<file path="src/design/pdau_pkg.sv">
// Shared constants, types and the CORDIC angle table for the polarization unit.
// No dependencies; imported by every module of the block except pdau_delay.
`default_nettype none

package pdau_pkg;

  localparam int SAMPLE_BITS_DEF = 8;

  // result field widths, lowest field of m_axis_tdata first
  localparam int MEAN_W = 10;
  localparam int MAXI_W = 11;
  localparam int MINI_W = 11;
  localparam int DOLP_W = 16;
  localparam int AOLP_W = 16;
  localparam int OUT_W  = MEAN_W + MAXI_W + MINI_W + DOLP_W + AOLP_W;

  // sqrt(S * 2^30) carries 15 fraction bits; amplitude keeps 14 fewer
  localparam int SQRT_SHIFT = 30;
  localparam int AMP_SHIFT  = 14;

  localparam int DIV_STEPS = 16;
  localparam logic [DOLP_W-1:0] DOLP_ONE = 16'd32768;

  // CORDIC: angle in 2^-32 turn, vector scaled by 2^40
  localparam int CORDIC_STEPS = 32;
  localparam int CORDIC_FRAC  = 40;
  localparam int CORDIC_LAT   = CORDIC_STEPS + 2;
  localparam int ANG_W        = 34;
  localparam int TURN_W       = 30;
  localparam int ANG_RND      = 65536;
  localparam int ANG_OUT_SH   = 17;
  localparam logic signed [ANG_W-1:0] ANG_QUARTER = 34'sd1073741824;
  localparam logic [AOLP_W-1:0] AOLP_HALF = 16'd16384;
  localparam logic [AOLP_W-1:0] AOLP_PI   = 16'd32768;

  typedef struct packed {
    logic c2_zero;
    logic c2_pos;
    logic c1_neg;
  } pdau_aflags_t;

  function automatic logic [TURN_W-1:0] cordic_turn(input logic [4:0] idx);
    logic [TURN_W-1:0] t;
    unique case (idx)
      5'd0:  t = 30'd536870912;
      5'd1:  t = 30'd316933406;
      5'd2:  t = 30'd167458907;
      5'd3:  t = 30'd85004756;
      5'd4:  t = 30'd42667331;
      5'd5:  t = 30'd21354465;
      5'd6:  t = 30'd10679838;
      5'd7:  t = 30'd5340245;
      5'd8:  t = 30'd2670163;
      5'd9:  t = 30'd1335087;
      5'd10: t = 30'd667544;
      5'd11: t = 30'd333772;
      5'd12: t = 30'd166886;
      5'd13: t = 30'd83443;
      5'd14: t = 30'd41722;
      5'd15: t = 30'd20861;
      5'd16: t = 30'd10430;
      5'd17: t = 30'd5215;
      5'd18: t = 30'd2608;
      5'd19: t = 30'd1304;
      5'd20: t = 30'd652;
      5'd21: t = 30'd326;
      5'd22: t = 30'd163;
      5'd23: t = 30'd81;
      5'd24: t = 30'd41;
      5'd25: t = 30'd20;
      5'd26: t = 30'd10;
      5'd27: t = 30'd5;
      5'd28: t = 30'd3;
      5'd29: t = 30'd1;
      5'd30: t = 30'd1;
      5'd31: t = 30'd0;
      default: t = '0;
    endcase
    return t;
  endfunction

endpackage

`default_nettype wire

</file>
<file path="src/design/pdau_sqrt.sv">
// Pipelined digit-by-digit square root of (s_i << SQRT_SHIFT), one root bit per stage.
// Depends on pdau_pkg.
`default_nettype none

module pdau_sqrt #(
  parameter int IN_W   = 17,
  parameter int ROOT_W = 24
) (
  input  wire logic              clk_i,
  input  wire logic              en_i,
  input  wire logic [IN_W-1:0]   s_i,
  output logic      [ROOT_W-1:0] root_o
);
  import pdau_pkg::*;

  localparam int RAD_W = 2 * ROOT_W;
  localparam int REM_W = ROOT_W + 3;

  logic [RAD_W-1:0]  rad_q  [ROOT_W];
  logic [REM_W-1:0]  rem_q  [ROOT_W];
  logic [ROOT_W-1:0] root_q [ROOT_W];

  logic [RAD_W-1:0] rad_in;
  assign rad_in = RAD_W'({s_i, {SQRT_SHIFT{1'b0}}});

  for (genvar k = 0; k < ROOT_W; k++) begin : g_step
    localparam int HI = RAD_W - 1 - 2 * k;
    logic [RAD_W-1:0]  rad_s;
    logic [REM_W-1:0]  rem_s, rem_n, trial, rem_d;
    logic [ROOT_W-1:0] root_s, root_d;

    if (k == 0) begin : g_first
      assign rad_s  = rad_in;
      assign rem_s  = '0;
      assign root_s = '0;
    end else begin : g_next
      assign rad_s  = rad_q[k-1];
      assign rem_s  = rem_q[k-1];
      assign root_s = root_q[k-1];
    end

    always_comb begin
      rem_n = {rem_s[REM_W-3:0], rad_s[HI -: 2]};
      trial = {1'b0, root_s, 2'b01};
      if (rem_n >= trial) begin
        rem_d  = rem_n - trial;
        root_d = {root_s[ROOT_W-2:0], 1'b1};
      end else begin
        rem_d  = rem_n;
        root_d = {root_s[ROOT_W-2:0], 1'b0};
      end
    end

    always_ff @(posedge clk_i) begin
      if (en_i) begin
        rad_q[k]  <= rad_s;
        rem_q[k]  <= rem_d;
        root_q[k] <= root_d;
      end
    end
  end

  assign root_o = root_q[ROOT_W-1];

endmodule

`default_nettype wire

</file>
<file path="config.mk">
export PLATFORM = sky130hd
export DESIGN_NAME = pdau_sqrt
export DESIGN_NICKNAME = d
export VERILOG_FILES = /design/src/design/pdau_pkg.sv /design/src/design/pdau_sqrt.sv
export SDC_FILE = /design/constraint.sdc
export NUM_CORES = 2
export LEC_CHECK = 0
export ABC_AREA = 1
export BUFFER_PORTS_ARGS = -buffer_cell sky130_fd_sc_hd__buf_2
export CORE_MARGIN = 5
export CORE_UTILIZATION = 64
export CTS_BUF_LIST = sky130_fd_sc_hd__clkbuf_4 sky130_fd_sc_hd__clkbuf_8
export DETAILED_ROUTE_END_ITERATION = 6
export PLACE_DENSITY = 0.79
export SYNTH_ARGS = -nofsm -noshare
export SYNTH_HDL_FRONTEND = slang
export SYNTH_SLANG_ARGS = --single-unit
</file>
<file path="constraint.sdc">
create_clock -name clk_i -period 4.65 [get_ports clk_i]
set_input_delay 1.395 -clock clk_i [delete_from_list [all_inputs] [get_ports clk_i]]
set_output_delay 1.395 -clock clk_i [all_outputs]
set_load 0.03 [all_outputs]
</file>
# Word-level counts from Yosys, hierarchy flattened
# Memory sizes are Yosys's and may differ from the RTL's.
# Index checks and enable logic that the tools add are counted.
op_classes:
  addsub: 24
  n_lt_le_gt_ge: 24
  mux: 50
op_table:
  columns: ["op", "n"]
  rows:
  - ["2-to-1 mux 27 bit", 24]
  - [">= comparator 27 x 26 -> 1 bit", 23]
  - ["subtractor 27 x 26 -> 27 bit", 23]
  - ["2-to-1 mux 1 bit", 26]
  - ["subtractor 1 x 1 -> 2 bit, second input constant", 1]
  - [">= comparator 1 bit, second input constant", 1]
totals:
  ff_bits: 0
  mem_bits_rw: 2376
  inputBits: 19
  out_inout_bits: 24
  elab_cells: 101
  mem_count: 3
memory_table:
  columns: ["name", "words", "word_bits", "rd", "rd_clocked_by_memory_dff", "write_ports", "line", "source"]
  rows:
  - ["rad_q", 24, 48, 23, 0, 24, "pdau_sqrt.sv:19", "logic [RAD_W-1:0] rad_q [ROOT_W];"]
  - ["rem_q", 24, 27, 23, 0, 24, "pdau_sqrt.sv:20", "logic [REM_W-1:0] rem_q [ROOT_W];"]
  - ["root_q", 24, 24, 24, 0, 24, "pdau_sqrt.sv:21", "logic [ROOT_W-1:0] root_q [ROOT_W];"]

# Depth between registers and ports, before layout
# An unclocked memory read counts as a cell.
logic_depth:
  word_depth: 3
  mapped_depth: 15
  depth_no_buf: 15

# Least setup slack after synthesis
# OpenSTA, ideal clock, no wires.
synth_path:
  path_type: "reg-to-reg"
  startpoint: "mem root_q[10][0] (netlist: root_q[1][48])"
  endpoint: "mem rem_q[1][95] in the netlist's numbering, data pin"
  setup_time_ns: 0.249
  arrival_ns: 1.905
  t_required_ns: 4.401
  path_slack_ns: 2.496
  stages_incl_launch_ff: 15
  path_buffers: 0
  synth_period_minus_slack_ns: 2.154
  path_cell_list: "edfxtp_1 inv_1 ha_1 inv_1 fa_1 inv_1 nand2_1 nand2_1 nand2_1 o21ai_0 nand3_1 nand3_1 nand2_1 nand2_1 inv_1"
synth_lines:
  columns: ["element", "line"]
  rows:
  - ["start, declared", "pdau_sqrt.sv:21"]
  - ["end, declared", "pdau_sqrt.sv:20"]

==> flow_summary.ini <==
[timing]
finalCritPeriodShare_pct = 65.91
rsz0062_at_grt = false
finalHoldViolCount = 0
max_freq_ghz = 0.3263
finClkSkew_ns = 0.03960
fin_setup_tns_ns = 0
slew_viol_final = 0
relSlewSlack_pct = 17.95
min_period_ns = 3.065
worstMarginPinSlew_ns = 1.226
setup_viol_count_final = 0

[power_and_ir_drop]
p_comb_share_pct = 24.7
power_switching_mw = 7.923
pwr-share-seq_pct = 45.4
power_density_mw_per_mm2 = 380.7
p_leak_nw = 30.24
p_sw_share_pct = 33.30
power_frac_clock_pct = 29.9
power.internal_mw = 15.87
ir_drop_mv = 0.3303

[floorplan]
die_w_um = 310.7
initial_core_util_pct = 64.40
core-area_mm2 = 0.08987
die_area_mm2 = 0.09655
die_h_um = 310.7
row_count = 110
io-pin-count = 43

[yosys]
ys_seq_area_share_pct = 46.43
syn_nets = 7799
synthesis.area_mm2 = 0.05788
ys_seq_elements = 895
avgSynthCellArea_um2 = 7.747
yosysWarnings = 0
synth_cell_types = 52
syn_inst = 7471

[final_layout]
most-common-layout-cells = nand2_1, inv_1, edfxtp_1
final_net_count = 7962
area_delta_synth_final_pct = 7.985
fin_area_mm2 = 0.06250
layout_commonest_cell = nand2_1
drive_gt1_share_pct = 5.522

[clocking]
clk_pin_slew_worst_paths_ns = 0.06
clkLatencyLatePin_ns = 0.83
cts.sinks = 895
hold_buffers = 0
ctsResizeCount = 0
cts_buffers = 151
cts_setup_buffers = 0
cts_tree = built
root_buffer = clkbuf_8
htree_levels = 4
clockBufferDepth = 3

[placement]
port_buffers = 42
gp_congestion = 0.9996
placed_area_mm2 = 0.05946
dp_hpwl_um = 118700

[worst_hold_path]
worstHoldPathType = reg2reg
min_to = rad_q[0][225]$_DFFE_PP_
hold_start = rad_q[0][177]$_DFFE_PP_
worstHoldPathCells = 0

[route]
via_per_inst = 5.422
final_antenna_net_count = 0
drtPass1Iterations = 6
drc = 0
vias = 48420
wl_per_cell_um = 16.93
drt-total-wl_um = 151200
drt_iter0_drc = 4066

[setup_path]
critPathKind = reg2reg
crit_arrival_ns = 3.59
rr_startpoint = root_q[2][104]$_DFFE_PP_
reg2reg_depth = 11
crit_path_end_kind = flip-flop
ff2ff_setup_slack_ns = 1.59
cp.required_ns = 5.18
worstReg2RegEnd = rem_q[2][144]$_DFFE_PP_
worstSetupStartpointType = flip-flop
cp_max_fo = 32

[global_routing]
grt_max_degree = 109
grt_pass1_wl_um = 239900
grt_pass1_vias = 46420
overflow = 0
grt_use_total_pct = 30.74
antenna_found_initial = 4

[outcome]
status = complete, no violations

[run]
max_cap_viol_count = 0
-- worst max-delay path: stages, from the launching register on --
cell and delay, ns:
edfxtp_1 0.56, inv_1 0.08, ha_1 0.37, nand2_1 0.09, nor2_1 0.27, nand3_1 0.11
nand3_1 0.19, nand2_1 0.09, inv_1 0.08, nor2_2 0.03, buf_4 0.23, o21ai_0 0.65
-- worst max path at each step --
| stage | start | to | slack, ns | cells past startpoint |
|---|---|---|---|---|
| CTS | root_q[2][104]$_DFFE_PP_ | rem_q[2][144]$_DFFE_PP_ | 1.65 | 11 |
| floorplan | root_q[1][48]$_DFFE_PP_ | rem_q[1][95]$_DFFE_PP_ | 2.50 | 14 |
| global placement | root_q[2][104]$_DFFE_PP_ | rem_q[2][144]$_DFFE_PP_ | 1.69 | 11 |
| global route | root_q[2][104]$_DFFE_PP_ | rem_q[2][154]$_DFFE_PP_ | 1.48 | 12 |
| detailed placement | en_i | root_q[2][102]$_DFFE_PP_ | 1.66 | 2 |
| finish | root_q[2][104]$_DFFE_PP_ | rem_q[2][144]$_DFFE_PP_ | 1.59 | 11 |
-- metrics by stage --
stage / util [%] / power [mW] / setup slack (ns) / instances / hold WS [ns]
4_1_cts: 69.54 / 23.83 / 1.647 / 8927 / 0.4086
3_3_place_gp: 66.16 / 16.62 / 1.689 / 8657 / 0.4009
6_report: 69.54 / 23.79 / 1.585 / 8930 / 0.4087
3_5_place_dp: 66.16 / 16.70 / 1.664 / 8657 / 0.4045
2_1_floorplan: - / 14.79 / 2.496 / 7471 / 0.4003
5_1_grt: 69.54 / 25.15 / 1.481 / 8930 / 0.4185
-- layout make-up --
class / count / area, um^2
sequential: 895 / 26880
timing repair buffer: 72 / 558.0
fill: 7413 / 27370
clock buffer: 193 / 2444
multi-input combinational: 5116 / 25310
antenna: 3 / 7.507
inverter: 1398 / 5253
clock inverter: 77 / 586.8
tap: 1176 / 1471
-- synth_stat cells, drive strengths merged --
cell,number,area share [%]
a21oi,270,2.4
nand2,2668,17
nor3,74,0.69
o21a,5,0.065
a41oi,1,0.015
ha,295,6.4
and2,5,0.054
o211ai,4,0.052
edfxtp,895,46
xnor2,70,1.1
inv,1398,9.1
a211oi,1,0.013
conb,1,0.0065
nor2b,1,0.011
o21ai,192,1.7
nand4,112,1.2
nor3b,2,0.026
and3,8,0.086
nand3b,94,1.2
a21o,2,0.026
clkbuf,2,0.015
or2,19,0.21
a21boi,4,0.058
buf,60,0.75
nor4,6,0.065
xor2,104,1.6
o21bai,7,0.091
fa,14,0.48
nand3,486,4.2
nor2,671,4.5
-- per-layer routing --
layer	up-vias	share of wire [%]	global-route usage [%]
li1	24170	-	-
met1	22130	40	37.57
met2	1653	49	54.11
met3	465	5.5	4.316
met4	2	5.3	14.57
met5	-	0.0093	0
-- cell families (layout without fill, tap and decap cells) --
group | Yosys count | in the layout | synth area share, %
AO/OA/AOI/OAI | 486 | 486 | 4.477
XOR/XNOR | 174 | 174 | 2.633
adder cells (fa/ha/maj) | 309 | 309 | 6.861
buffers and inverters | 1460 | 1740 | 9.845
flip-flops | 895 | 895 | 46.43
other | 1 | 4 | 0.006479
AND/OR/NAND/NOR | 4146 | 4146 | 29.74
-- power by group through the flow --
stage	registers [mW]	logic (mW)	clock network (mW)
5_1_grt	10.9	6.64	7.65
2_1_floorplan	10.6	4.23	0
3_3_place_gp	10.9	5.68	0
4_1_cts	10.8	5.80	7.24
3_5_place_dp	10.9	5.76	0
6_report	10.8	5.88	7.11
-- sequential cells by signal (all words and copies together) (netlist names) --
name,count
root_q,299
rem_q,523
rad_q,73
Power figures use the tool's default switching activity.
