### src/design/pdau_pkg.sv
// Shared constants, types and the CORDIC angle table for the polarization unit.
// No dependencies; imported by every module of the block except pdau_delay.
`default_nettype none

package pdau_pkg;

  localparam int SAMPLE_BITS_DEF = 8;

  // result field widths, lowest field of m_axis_tdata first
  localparam int MEAN_W = 10;
  localparam int MAXI_W = 11;
  localparam int MINI_W = 11;
  localparam int DOLP_W = 16;
  localparam int AOLP_W = 16;
  localparam int OUT_W  = MEAN_W + MAXI_W + MINI_W + DOLP_W + AOLP_W;

  // sqrt(S * 2^30) carries 15 fraction bits; amplitude keeps 14 fewer
  localparam int SQRT_SHIFT = 30;
  localparam int AMP_SHIFT  = 14;

  localparam int DIV_STEPS = 16;
  localparam logic [DOLP_W-1:0] DOLP_ONE = 16'd32768;

  // CORDIC: angle in 2^-32 turn, vector scaled by 2^40
  localparam int CORDIC_STEPS = 32;
  localparam int CORDIC_FRAC  = 40;
  localparam int CORDIC_LAT   = CORDIC_STEPS + 2;
  localparam int ANG_W        = 34;
  localparam int TURN_W       = 30;
  localparam int ANG_RND      = 65536;
  localparam int ANG_OUT_SH   = 17;
  localparam logic signed [ANG_W-1:0] ANG_QUARTER = 34'sd1073741824;
  localparam logic [AOLP_W-1:0] AOLP_HALF = 16'd16384;
  localparam logic [AOLP_W-1:0] AOLP_PI   = 16'd32768;

  typedef struct packed {
    logic c2_zero;
    logic c2_pos;
    logic c1_neg;
  } pdau_aflags_t;

  function automatic logic [TURN_W-1:0] cordic_turn(input logic [4:0] idx);
    logic [TURN_W-1:0] t;
    unique case (idx)
      5'd0:  t = 30'd536870912;
      5'd1:  t = 30'd316933406;
      5'd2:  t = 30'd167458907;
      5'd3:  t = 30'd85004756;
      5'd4:  t = 30'd42667331;
      5'd5:  t = 30'd21354465;
      5'd6:  t = 30'd10679838;
      5'd7:  t = 30'd5340245;
      5'd8:  t = 30'd2670163;
      5'd9:  t = 30'd1335087;
      5'd10: t = 30'd667544;
      5'd11: t = 30'd333772;
      5'd12: t = 30'd166886;
      5'd13: t = 30'd83443;
      5'd14: t = 30'd41722;
      5'd15: t = 30'd20861;
      5'd16: t = 30'd10430;
      5'd17: t = 30'd5215;
      5'd18: t = 30'd2608;
      5'd19: t = 30'd1304;
      5'd20: t = 30'd652;
      5'd21: t = 30'd326;
      5'd22: t = 30'd163;
      5'd23: t = 30'd81;
      5'd24: t = 30'd41;
      5'd25: t = 30'd20;
      5'd26: t = 30'd10;
      5'd27: t = 30'd5;
      5'd28: t = 30'd3;
      5'd29: t = 30'd1;
      5'd30: t = 30'd1;
      5'd31: t = 30'd0;
      default: t = '0;
    endcase
    return t;
  endfunction

endpackage

`default_nettype wire

### src/design/pdau_div.sv
// Pipelined restoring divider, one quotient bit per stage, for the DoLP ratio.
// Depends on pdau_pkg.
`default_nettype none

module pdau_div #(
  parameter int NUM_W = 26,
  parameter int DEN_W = 11
) (
  input  wire logic                           clk_i,
  input  wire logic                           en_i,
  input  wire logic [NUM_W-1:0]               num_i,
  input  wire logic [DEN_W-1:0]               den_i,
  output logic      [pdau_pkg::DIV_STEPS-1:0] quo_o
);
  import pdau_pkg::*;

  localparam int CMP_W = ((NUM_W > DEN_W + DIV_STEPS) ? NUM_W : DEN_W + DIV_STEPS) + 1;

  logic [NUM_W-1:0]     rem_q [DIV_STEPS];
  logic [DEN_W-1:0]     den_q [DIV_STEPS];
  logic [DIV_STEPS-1:0] quo_q [DIV_STEPS];

  for (genvar k = 0; k < DIV_STEPS; k++) begin : g_step
    localparam int BIT = DIV_STEPS - 1 - k;
    logic [NUM_W-1:0]     rem_s, rem_d;
    logic [DEN_W-1:0]     den_s;
    logic [DIV_STEPS-1:0] quo_s, quo_d;
    logic [CMP_W-1:0]     rem_x, den_x;

    if (k == 0) begin : g_first
      assign rem_s = num_i;
      assign den_s = den_i;
      assign quo_s = '0;
    end else begin : g_next
      assign rem_s = rem_q[k-1];
      assign den_s = den_q[k-1];
      assign quo_s = quo_q[k-1];
    end

    always_comb begin
      rem_x = CMP_W'(rem_s);
      den_x = CMP_W'(den_s) << BIT;
      rem_d = rem_s;
      quo_d = quo_s;
      if (rem_x >= den_x) begin
        rem_d      = NUM_W'(rem_x - den_x);
        quo_d[BIT] = 1'b1;
      end
    end

    always_ff @(posedge clk_i) begin
      if (en_i) begin
        rem_q[k] <= rem_d;
        den_q[k] <= den_s;
        quo_q[k] <= quo_d;
      end
    end
  end

  assign quo_o = quo_q[DIV_STEPS-1];

endmodule

`default_nettype wire

### config.mk
export PLATFORM = sky130hd
export DESIGN_NAME = pdau_div
export DESIGN_NICKNAME = d
export VERILOG_FILES = /design/src/design/pdau_pkg.sv /design/src/design/pdau_div.sv
export SDC_FILE = /design/constraint.sdc
export NUM_CORES = 1
export LEC_CHECK = 0
export BUFFER_PORTS_ARGS = -buffer_cell sky130_fd_sc_hd__buf_2
export CAP_MARGIN = 20
export CORE_MARGIN = 2
export CORE_UTILIZATION = 44
export DETAILED_ROUTE_END_ITERATION = 8
export PLACE_DENSITY = 0.64
export SLEW_MARGIN = 20
export SYNTH_ARGS = -nofsm -noshare
export SYNTH_HDL_FRONTEND = slang
export SYNTH_SLANG_ARGS = --single-unit
### constraint.sdc
create_clock -name clk_i -period 9.65 [get_ports clk_i]
set_clock_uncertainty 0.1 [all_clocks]
set_input_delay 0.965 -clock clk_i [delete_from_list [all_inputs] [get_ports clk_i]]
set_output_delay 0.965 -clock clk_i [all_outputs]
set_load 0.1 [all_outputs]
Yosys cells after proc, flatten, opt, wreduce, memory -nomap -nowiden:

Memory sizes are Yosys's and may differ from the RTL's.
Index checks and enable logic that the tools add are counted.

* bits in registers: 0
* memory bits (writable): 848
* input port bits: 39
* output and inout bits: 16
* memories kept: 3

Memory list
* rem_q: depth 16, bits a word 26, rd ports 15, clocked after memory_dff 0, write ports 16, line pdau_div.sv:19 `logic [NUM_W-1:0] rem_q [DIV_STEPS];`
* quo_q: depth 16, bits a word 16, rd ports 16, clocked after memory_dff 0, write ports 16, line pdau_div.sv:21 `logic [DIV_STEPS-1:0] quo_q [DIV_STEPS];`
* den_q: depth 16, bits a word 11, rd ports 15, clocked after memory_dff 0, write ports 16, line pdau_div.sv:20 `logic [DEN_W-1:0] den_q [DIV_STEPS];`

* add/subtract/negate cells: 16
* $lt $le $gt $ge: 16
* multiplexer cells: 34

Operators with widths (number)
* $mux W26: 16
* $ge A26 B11 Y1: 1
* $ge A26 B12 Y1: 1
* $ge A26 B13 Y1: 1
* $ge A26 B14 Y1: 1
* $ge A26 B15 Y1: 1
* $ge A26 B16 Y1: 1
* $ge A26 B17 Y1: 1
* $ge A26 B18 Y1: 1
* $ge A26 B19 Y1: 1
* $ge A26 B20 Y1: 1
* $ge A26 B21 Y1: 1
* $ge A26 B22 Y1: 1
* $ge A26 B23 Y1: 1
* $ge A26 B24 Y1: 1
* $ge A26 B25 Y1: 1
* $ge A26 B26 Y1: 1
* $sub A26 B11 Y26: 1
* $sub A26 B12 Y26: 1
* $sub A26 B13 Y26: 1
* $sub A26 B14 Y26: 1
* $sub A26 B15 Y26: 1
* $sub A26 B16 Y26: 1
* $sub A26 B17 Y26: 1
* 10 further kinds: 27

Depth between registers and ports, before layout:

Gate-level depths: netlist of run 1.
An unclocked memory read counts as a cell.

* depth after elaboration: 3
* mapped depth: 12
* depth with buffers taken out: 11

Least setup slack after synthesis of run 1:

No wires, ideal clock.

* path kind: input -> register
* from: input port den_i[1]
* to: memory rem_q[0][18] (data pin)
* arrival time: 2.946 ns
* setup slack: 6.344 ns
* stages on the path: 10
* buffers on the path: 1
* cells stage by stage: inv_1 > ha_1 > nor2b_1 > o21ai_0 > a21boi_1 > or3_1 > a221oi_1 > a21oi_1 > buf_2 > mux2_2

RTL lines
* start: declaration: line pdau_div.sv:12 `input wire logic [DEN_W-1:0] den_i,`
* end: declaration: line pdau_div.sv:19

==> results of run 1 <==
-- routing by layer --
metal | up-vias | wire (microns) | GRT usage
met2 | 499 | 33330 | 0.3029
li1 | 9867 | - | -
met5 | - | 0 | 0
met4 | 0 | 2535 | 0.07445
met1 | 9846 | 26690 | 0.1963
met3 | 170 | 2800 | 0.02652
-- sequential cells by signal, summed over array words and instances, names as in the netlist --
name	count
rem_q	390
quo_q	136
den_q	165
-- area by class of cell --
cell class	count	area, sq um
timing repair buffer	69	392.9
clock buffer	89	1993
sequential	691	20750
fill	6385	38020
multi-input combinational	1621	11620
tap	978	1224
inverter	241	904.6
clock inverter	53	673.1
-- layout by cell type (no fill, tap or decap), types with 13 or more instances in the layout --
cell type / Yosys / final
xnor2_1: 95 / 95
or3_1: 24 / 24
ha_1: 176 / 176
nand4_1: 16 / 16
a31oi_1: 13 / 13
nand3_1: 37 / 37
nand2b_1: 32 / 32
nor3_1: 64 / 64
bufinv_16: 0 / 13
nand2_1: 160 / 160
a211oi_1: 17 / 16
nor2_1: 155 / 155
o21a_1: 31 / 31
buf_2: 8 / 53
a21o_1: 46 / 46
a21oi_1: 128 / 126
nor2b_1: 30 / 30
inv_1: 241 / 241
clkbuf_16: 0 / 78
xor2_1: 108 / 108
nor4b_1: 17 / 17
o31ai_1: 20 / 19
nand4b_1: 13 / 13
fa_1: 15 / 15
edfxtp_1: 691 / 691
nor4_1: 40 / 40
or4_1: 19 / 19
o21ai_0: 148 / 148
clkinv_2: 0 / 17
mux2_2: 43 / 43
buf_4: 1 / 15
-- worst max-delay path by stage --
stage                               end  cells past startpoint
after detailed placement   rem_q[0][22]                     10
final                     rem_q[0][198]                     10
after floorplan            rem_q[0][18]                     10
after global routing      rem_q[1][133]                     10
after CTS                 rem_q[0][146]                      9
after global placement     rem_q[0][21]                     10
-- per-stage QoR --
stage	instances	total power, mW	hold WS [ns]	cell area, sq um
finish	3742	10.10	0.3031	37550
global route	3742	10.64	0.3123	37550
CTS	3742	10.14	0.3070	37530
detailed placement	3600	7.075	0.3045	34870
global placement	3600	6.954	0.3005	34870
floorplan	2590	6.340	0.3003	33390
-- power breakdown --
part / switching, mW / leakage, nW / total [mW] / internal (mW)
clock network: 1.18 / 1.30 / 3.03 / 1.84
logic: 1.50 / 6.21 / 2.64 / 1.15
registers: 0.387 / 6.64 / 4.43 / 4.04
-- kinds of logic (layout without fill, tap and decap cells) --
logic type / after synthesis / count (layout) / share of synthesized area
flip-flops: 691 / 691 / 0.6214
AND/OR/NAND/NOR: 679 / 679 / 0.1075
AO/OA/AOI/OAI: 497 / 497 / 0.09412
buffers and inverters: 278 / 452 / 0.03192
XOR/XNOR: 203 / 203 / 0.05324
adder cells (fa/ha/maj): 191 / 191 / 0.07494
multiplexers: 51 / 51 / 0.01694
-- worst register-to-register path, delay by kind of cell (launching register included) --
family	cells	cell delay (ns)
fa+ha+maj	2	0.55
flops	1	0.38
buf+inv	3	0.42
mux	1	0.35
compound gates	4	1.64
==> impl_metrics.yaml, run 1 <==
run_status:
  status: "completed"
logic_synthesis:
  synth_edf_count: 691
  synth_nets: 2820
  synth.distinct_cells: 86
  yosysMostFrequentCell: "edfxtp_1"
  synth_top_cell_by_area: "edfxtp_1"
  synthCells: 2590
  ys_dominant_reg_cell: "edfxtp_1"
  seq_area_frac_synth: 0.6214
  synthArstFlopShare: 0
  synth_top_area_share: 0.6214
  ys_seq_elements: 691
  synth_commonest_cells: "edfxtp_1, inv_1, ha_1"
  syn_avg_cell_area_sq_um: 12.89
  yosysWarnings: 0
  synthTopCellsByArea: "edfxtp_1, ha_1, xor2_1"
  syn_area_sq_um: 33390
drt:
  drtAntennaViolNets: 0
  vias: 20380
  wl_per_cell_microns: 17.46
  drc: 0
  drt_iter0_drc: 1558
  drt_first_pass_iters: 5
  totalWireLength_microns: 65350
  vias_per_cell: 5.447
min_path:
  hold_depth: 0
  min-delay-start: "quo_q[1][31]"
  hold_end: "quo_q[1][47]"
  min_path_type: "flip-flop to flip-flop"
sta:
  max-slew-margin-rel: 0.3233
  grt_setup_unrepaired: "false"
  min_period_ns: 3.692
  fin_setup_tns_ns: 0
  hold_violations: 0
  fmax_mhz: 270.9
  finalCritPeriodShare: 0.3826
  max_slew.worst_pin.slew_ns: 1.015
  worst_slack_ns: 5.958
  slew_violations: 0
  setup_violations: 0
critical_path:
  worstReg2RegEnd: "rem_q[0][198]"
  worstPathArrival_ns: 3.95
  timing.critical_path.mode_cell: "inv_1"
  worst-path-buf-inv: 3
  crit_start: "rem_q[0][164]"
  required_ns: 9.91
  start_kind: "flip-flop"
  cpMaxStageDelayCell: "a2111oi_0"
  r2r_cells: 10
  worstPathCellList: "inv_1 > ha_1 > inv_1 > fa_1 > a21oi_1 > o21ai_0 > a2111oi_0 > o211a_1 > inv_1 > mux2_2"
  r2r_slack_ns: 5.96
  timing.rr.start: "rem_q[0][164]"
  endpoint_kind: "flip-flop"
  cp_max_fo: 15
  crit_type: "flip-flop to flip-flop"
  slowest_delay_ns: 0.77
  crit_family: "compound AO/OA/AOI/OAI gates"
clocking:
  h-tree-depth: 3
  insertion_delay_ns: 0.63
  clock_path_buffers: 3
  cts_made_buffers: 77
  cts_tree: "done"
  cts_resized: 0
  cts.clk_slew.worst_paths_ns: 0.06
  cts-root-buf: "clkbuf_16"
  cts_sinks: 691
  hold_buffers: 0
  post_cts_buffers: 0
layout:
  num-nets-final: 2931
  drive_gt1_frac: 0.09588
  n_antenna_cell: 0
  area_growth_pct: 12.46
  final_core_util: 0.4969
power_and_ir_drop:
  pwr_density_cell_nw_per_um2: 269.0
  irDropWorstVdd_mv: 0.2270
  p_leak_nw: 14.14
global_routing:
  grtUsageTotal: 0.1676
  antenna_found_initial: 0
  grt_pass1_wl_microns: 105200
  grt_pass1_vias: 20880
  grt_max_degree: 130
  grt_overflow: 0
floorplanning:
  die_x_microns: 279.5
  rows: 101
  fp.dieArea_sq_um: 78110
  dieHeight_microns: 279.5
  io_pins: 55
  start_util: 0.4419
  core_sq_um: 75570
flow_run:
  cap_violations: 0
placement:
  gp_congestion: 0.8613
  port_buffers: 54
  dp_slack_ns: 5.731
  dp_hpwl_microns: 47960
Note: power is estimated with default switching activity, not from simulation.
==> run 2, diff against run 1 <==
--- a/config.mk
+++ b/config.mk
@@ -5,6 +5,7 @@
 export SDC_FILE = /design/constraint.sdc
 export NUM_CORES = 1
 export LEC_CHECK = 0
+export ABC_AREA = 1
 export BUFFER_PORTS_ARGS = -buffer_cell sky130_fd_sc_hd__buf_2
 export CAP_MARGIN = 20
 export CORE_MARGIN = 2
==> constraint.sdc (replaced) <==
create_clock -name clk_i -period 3.4 [get_ports clk_i]
set_clock_uncertainty 0.1 [all_clocks]
set_input_delay 0.34 -clock clk_i [delete_from_list [all_inputs] [get_ports clk_i]]
set_output_delay 0.34 -clock clk_i [all_outputs]
set_load 0.1 [all_outputs]
==> run 2 against run 1 <==
  * Global-route usage grew 3.2 points
  * Critical path depth shrank 1
  * Worst setup slack lost 5.4 ns
  * Critical endpoint is now rem_q[0][205]
==> impl_metrics.yaml, run 2 <==
logic_synthesis:
  synth_top_area_share: 0.5414
  seq_area_frac_synth: 0.5414
  yosysWarnings: 0
  syn_avg_cell_area_sq_um: 8.956
  ys_dominant_reg_cell: "edfxtp_1"
  synthCells: 4279
  synth_commonest_cells: "nand2_1, edfxtp_1, inv_1"
  synth_edf_count: 691
  synthTopCellsByArea: "edfxtp_1, nand2_1, inv_1"
  ys_seq_elements: 691
  synthArstFlopShare: 0
  synth.distinct_cells: 43
  synth_top_cell_by_area: "edfxtp_1"
  syn_area_sq_um: 38320
  yosysMostFrequentCell: "nand2_1"
  synth_nets: 4509
layout:
  final_core_util: 0.4949
  n_antenna_cell: 0
  final_area_sq_um: 42800
  regArea_sq_um: 20750
  layout_common_cells: "nand2_1, edfxtp_1, inv_1"
  multi_input_area_sq_um: 14690
  layoutNonFillerInstCount: 5648
  num-nets-final: 4664
  final_common_cell: "nand2_1"
  largest_register_ffs: 390
  top_register: "rem_q"
  fillCellCount: 8209
  area_growth_pct: 11.68
  drive_gt1_frac: 0.06766
  reg_top3: "rem_q x390, den_q x165, quo_q x136"
clocking:
  cts_resized: 0
  cts_sinks: 691
  cts.clk_slew.worst_paths_ns: 0.06
  post_cts_buffers: 0
  cts_tree: "done"
  cts_made_buffers: 76
  insertion_delay_ns: 0.64
  clock_path_buffers: 3
  cts-root-buf: "clkbuf_16"
  h-tree-depth: 3
sta:
  slew_violations: 0
  max_slew.worst_pin.slew_ns: 0.8481
  grt_setup_unrepaired: "false"
  max-slew-margin-rel: 0.4286
  setup_violations: 0
  fin_setup_tns_ns: 0
  fmax_mhz: 354.1
  hold_violations: 0
  min_period_ns: 2.824
  finalCritPeriodShare: 0.8307
  whs_ns: 0.05614
critical_path:
  endpoint_kind: "flip-flop"
  crit_type: "flip-flop to flip-flop"
  worstReg2RegEnd: "rem_q[0][205]"
  cp_max_fo: 19
  timing.rr.start: "rem_q[0][172]"
  worstPathArrival_ns: 3.13
  r2r_slack_ns: 0.58
  cp-endpoint: "rem_q[0][205]"
  crit_start: "rem_q[0][172]"
  r2r_cells: 9
  required_ns: 3.71
  start_kind: "flip-flop"
floorplanning:
  dieHeight_microns: 299.1
  rows: 108
  fp.dieArea_sq_um: 89480
  start_util: 0.4431
  die_x_microns: 299.1
  core_sq_um: 86480
  io_pins: 55
drt:
  drc: 0
  drt_first_pass_iters: 6
  drt_iter0_drc: 2344
  vias_per_cell: 5.001
  drtAntennaViolNets: 0
  totalWireLength_microns: 89060
  wl_per_cell_microns: 15.77
  vias: 28250
placement:
  place_area_sq_um: 40030
  dp_hpwl_microns: 68330
  dp.cells: 5476
  port_buffers: 54
  gp_congestion: 0.9255
power_and_ir_drop:
  irDropWorstVdd_mv: 0.4606
  pwr_density_cell_nw_per_um2: 721.1
  p_leak_nw: 18.62
min_path:
  min_path_type: "input port to flip-flop"
  hold_depth: 3
flow_run:
  cap_violations: 0
run_status:
  status: "completed"
global_routing:
  grt_overflow: 0
  grt_max_degree: 96
  grt_pass1_wl_microns: 143000
  antenna_found_initial: 0
  grtUsageTotal: 0.1993
  grt_pass1_vias: 26970
==> run 2: final cells by class <==
class,instances,share of cell area
clock buffer,93,0.04642
clock inverter,44,0.01011
inverter,703,0.06195
multi-input combinational,2856,0.3432
sequential,691,0.4848
tap,1155,0.03377
timing repair buffer,106,0.01976
==> run 2: worst min path at each step <==
stage | startpoint | to
finish | num_i[15] | rem_q[0][15]
CTS | num_i[15] | rem_q[0][15]
detailed placement | quo_q[0][62] | quo_q[0][78]
global placement | quo_q[0][75] | quo_q[0][91]
global route | num_i[15] | rem_q[0][15]
floorplan | quo_q[0][90] | quo_q[0][106]
==> run 2: what timing repair did <==
action,CTS,global route
endpoints found under the hold margin,35,0
endpoints found under the setup margin,0,0
hold buffers,35,0
==> run 2: per-layer routing <==
| layer | vias to the layer above | part of all wire | GRT usage |
|---|---|---|---|
| met4 | 0 | 0.021 | 0.04857 |
| met1 | 13080 | 0.46 | 0.2797 |
| met5 | - | 0 | 0 |
| li1 | 14340 | - | - |
| met2 | 690 | 0.47 | 0.3288 |
| met3 | 134 | 0.051 | 0.02631 |
==> run 2: cells by family after synthesis <==
logic type               after synthesis  synth area share
AO/OA/AOI/OAI                        343           0.04972
XOR/XNOR                             123           0.02811
adder cells (fa/ha/maj)              191           0.06530
buffers and inverters                732           0.07529
flip-flops                           691            0.5414
AND/OR/NAND/NOR                     2199            0.2401
==> run 2: worst max-delay path: stages, from the launching register on <==
cell and delay (ns):
edfxtp_1 0.43, ha_1 0.39, nand2_1 0.15, nor2_1 0.31, nand3_1 0.12, nor2_1 0.17, nor2_1 0.06, nand2_1 0.34
inv_2 0.25, a21oi_1 0.31
==> run 2: stage by stage <==
step / setup slack (ns) / total power, mW
final: 0.5758 / 30.86
after global routing: 0.3595 / 33.05
after CTS: 0.5850 / 31.05
after detailed placement: 0.6070 / 22.87
after global placement: 0.6620 / 22.77
after floorplan: 1.127 / 20.06
==> run 2: power by group <==
| part | switching [mW] | internal [mW] |
|---|---|---|
| registers | 1.08 | 11.4 |
| logic | 6.67 | 3.64 |
| clock network | 3.44 | 4.59 |
| total | 11.2 | 19.7 |
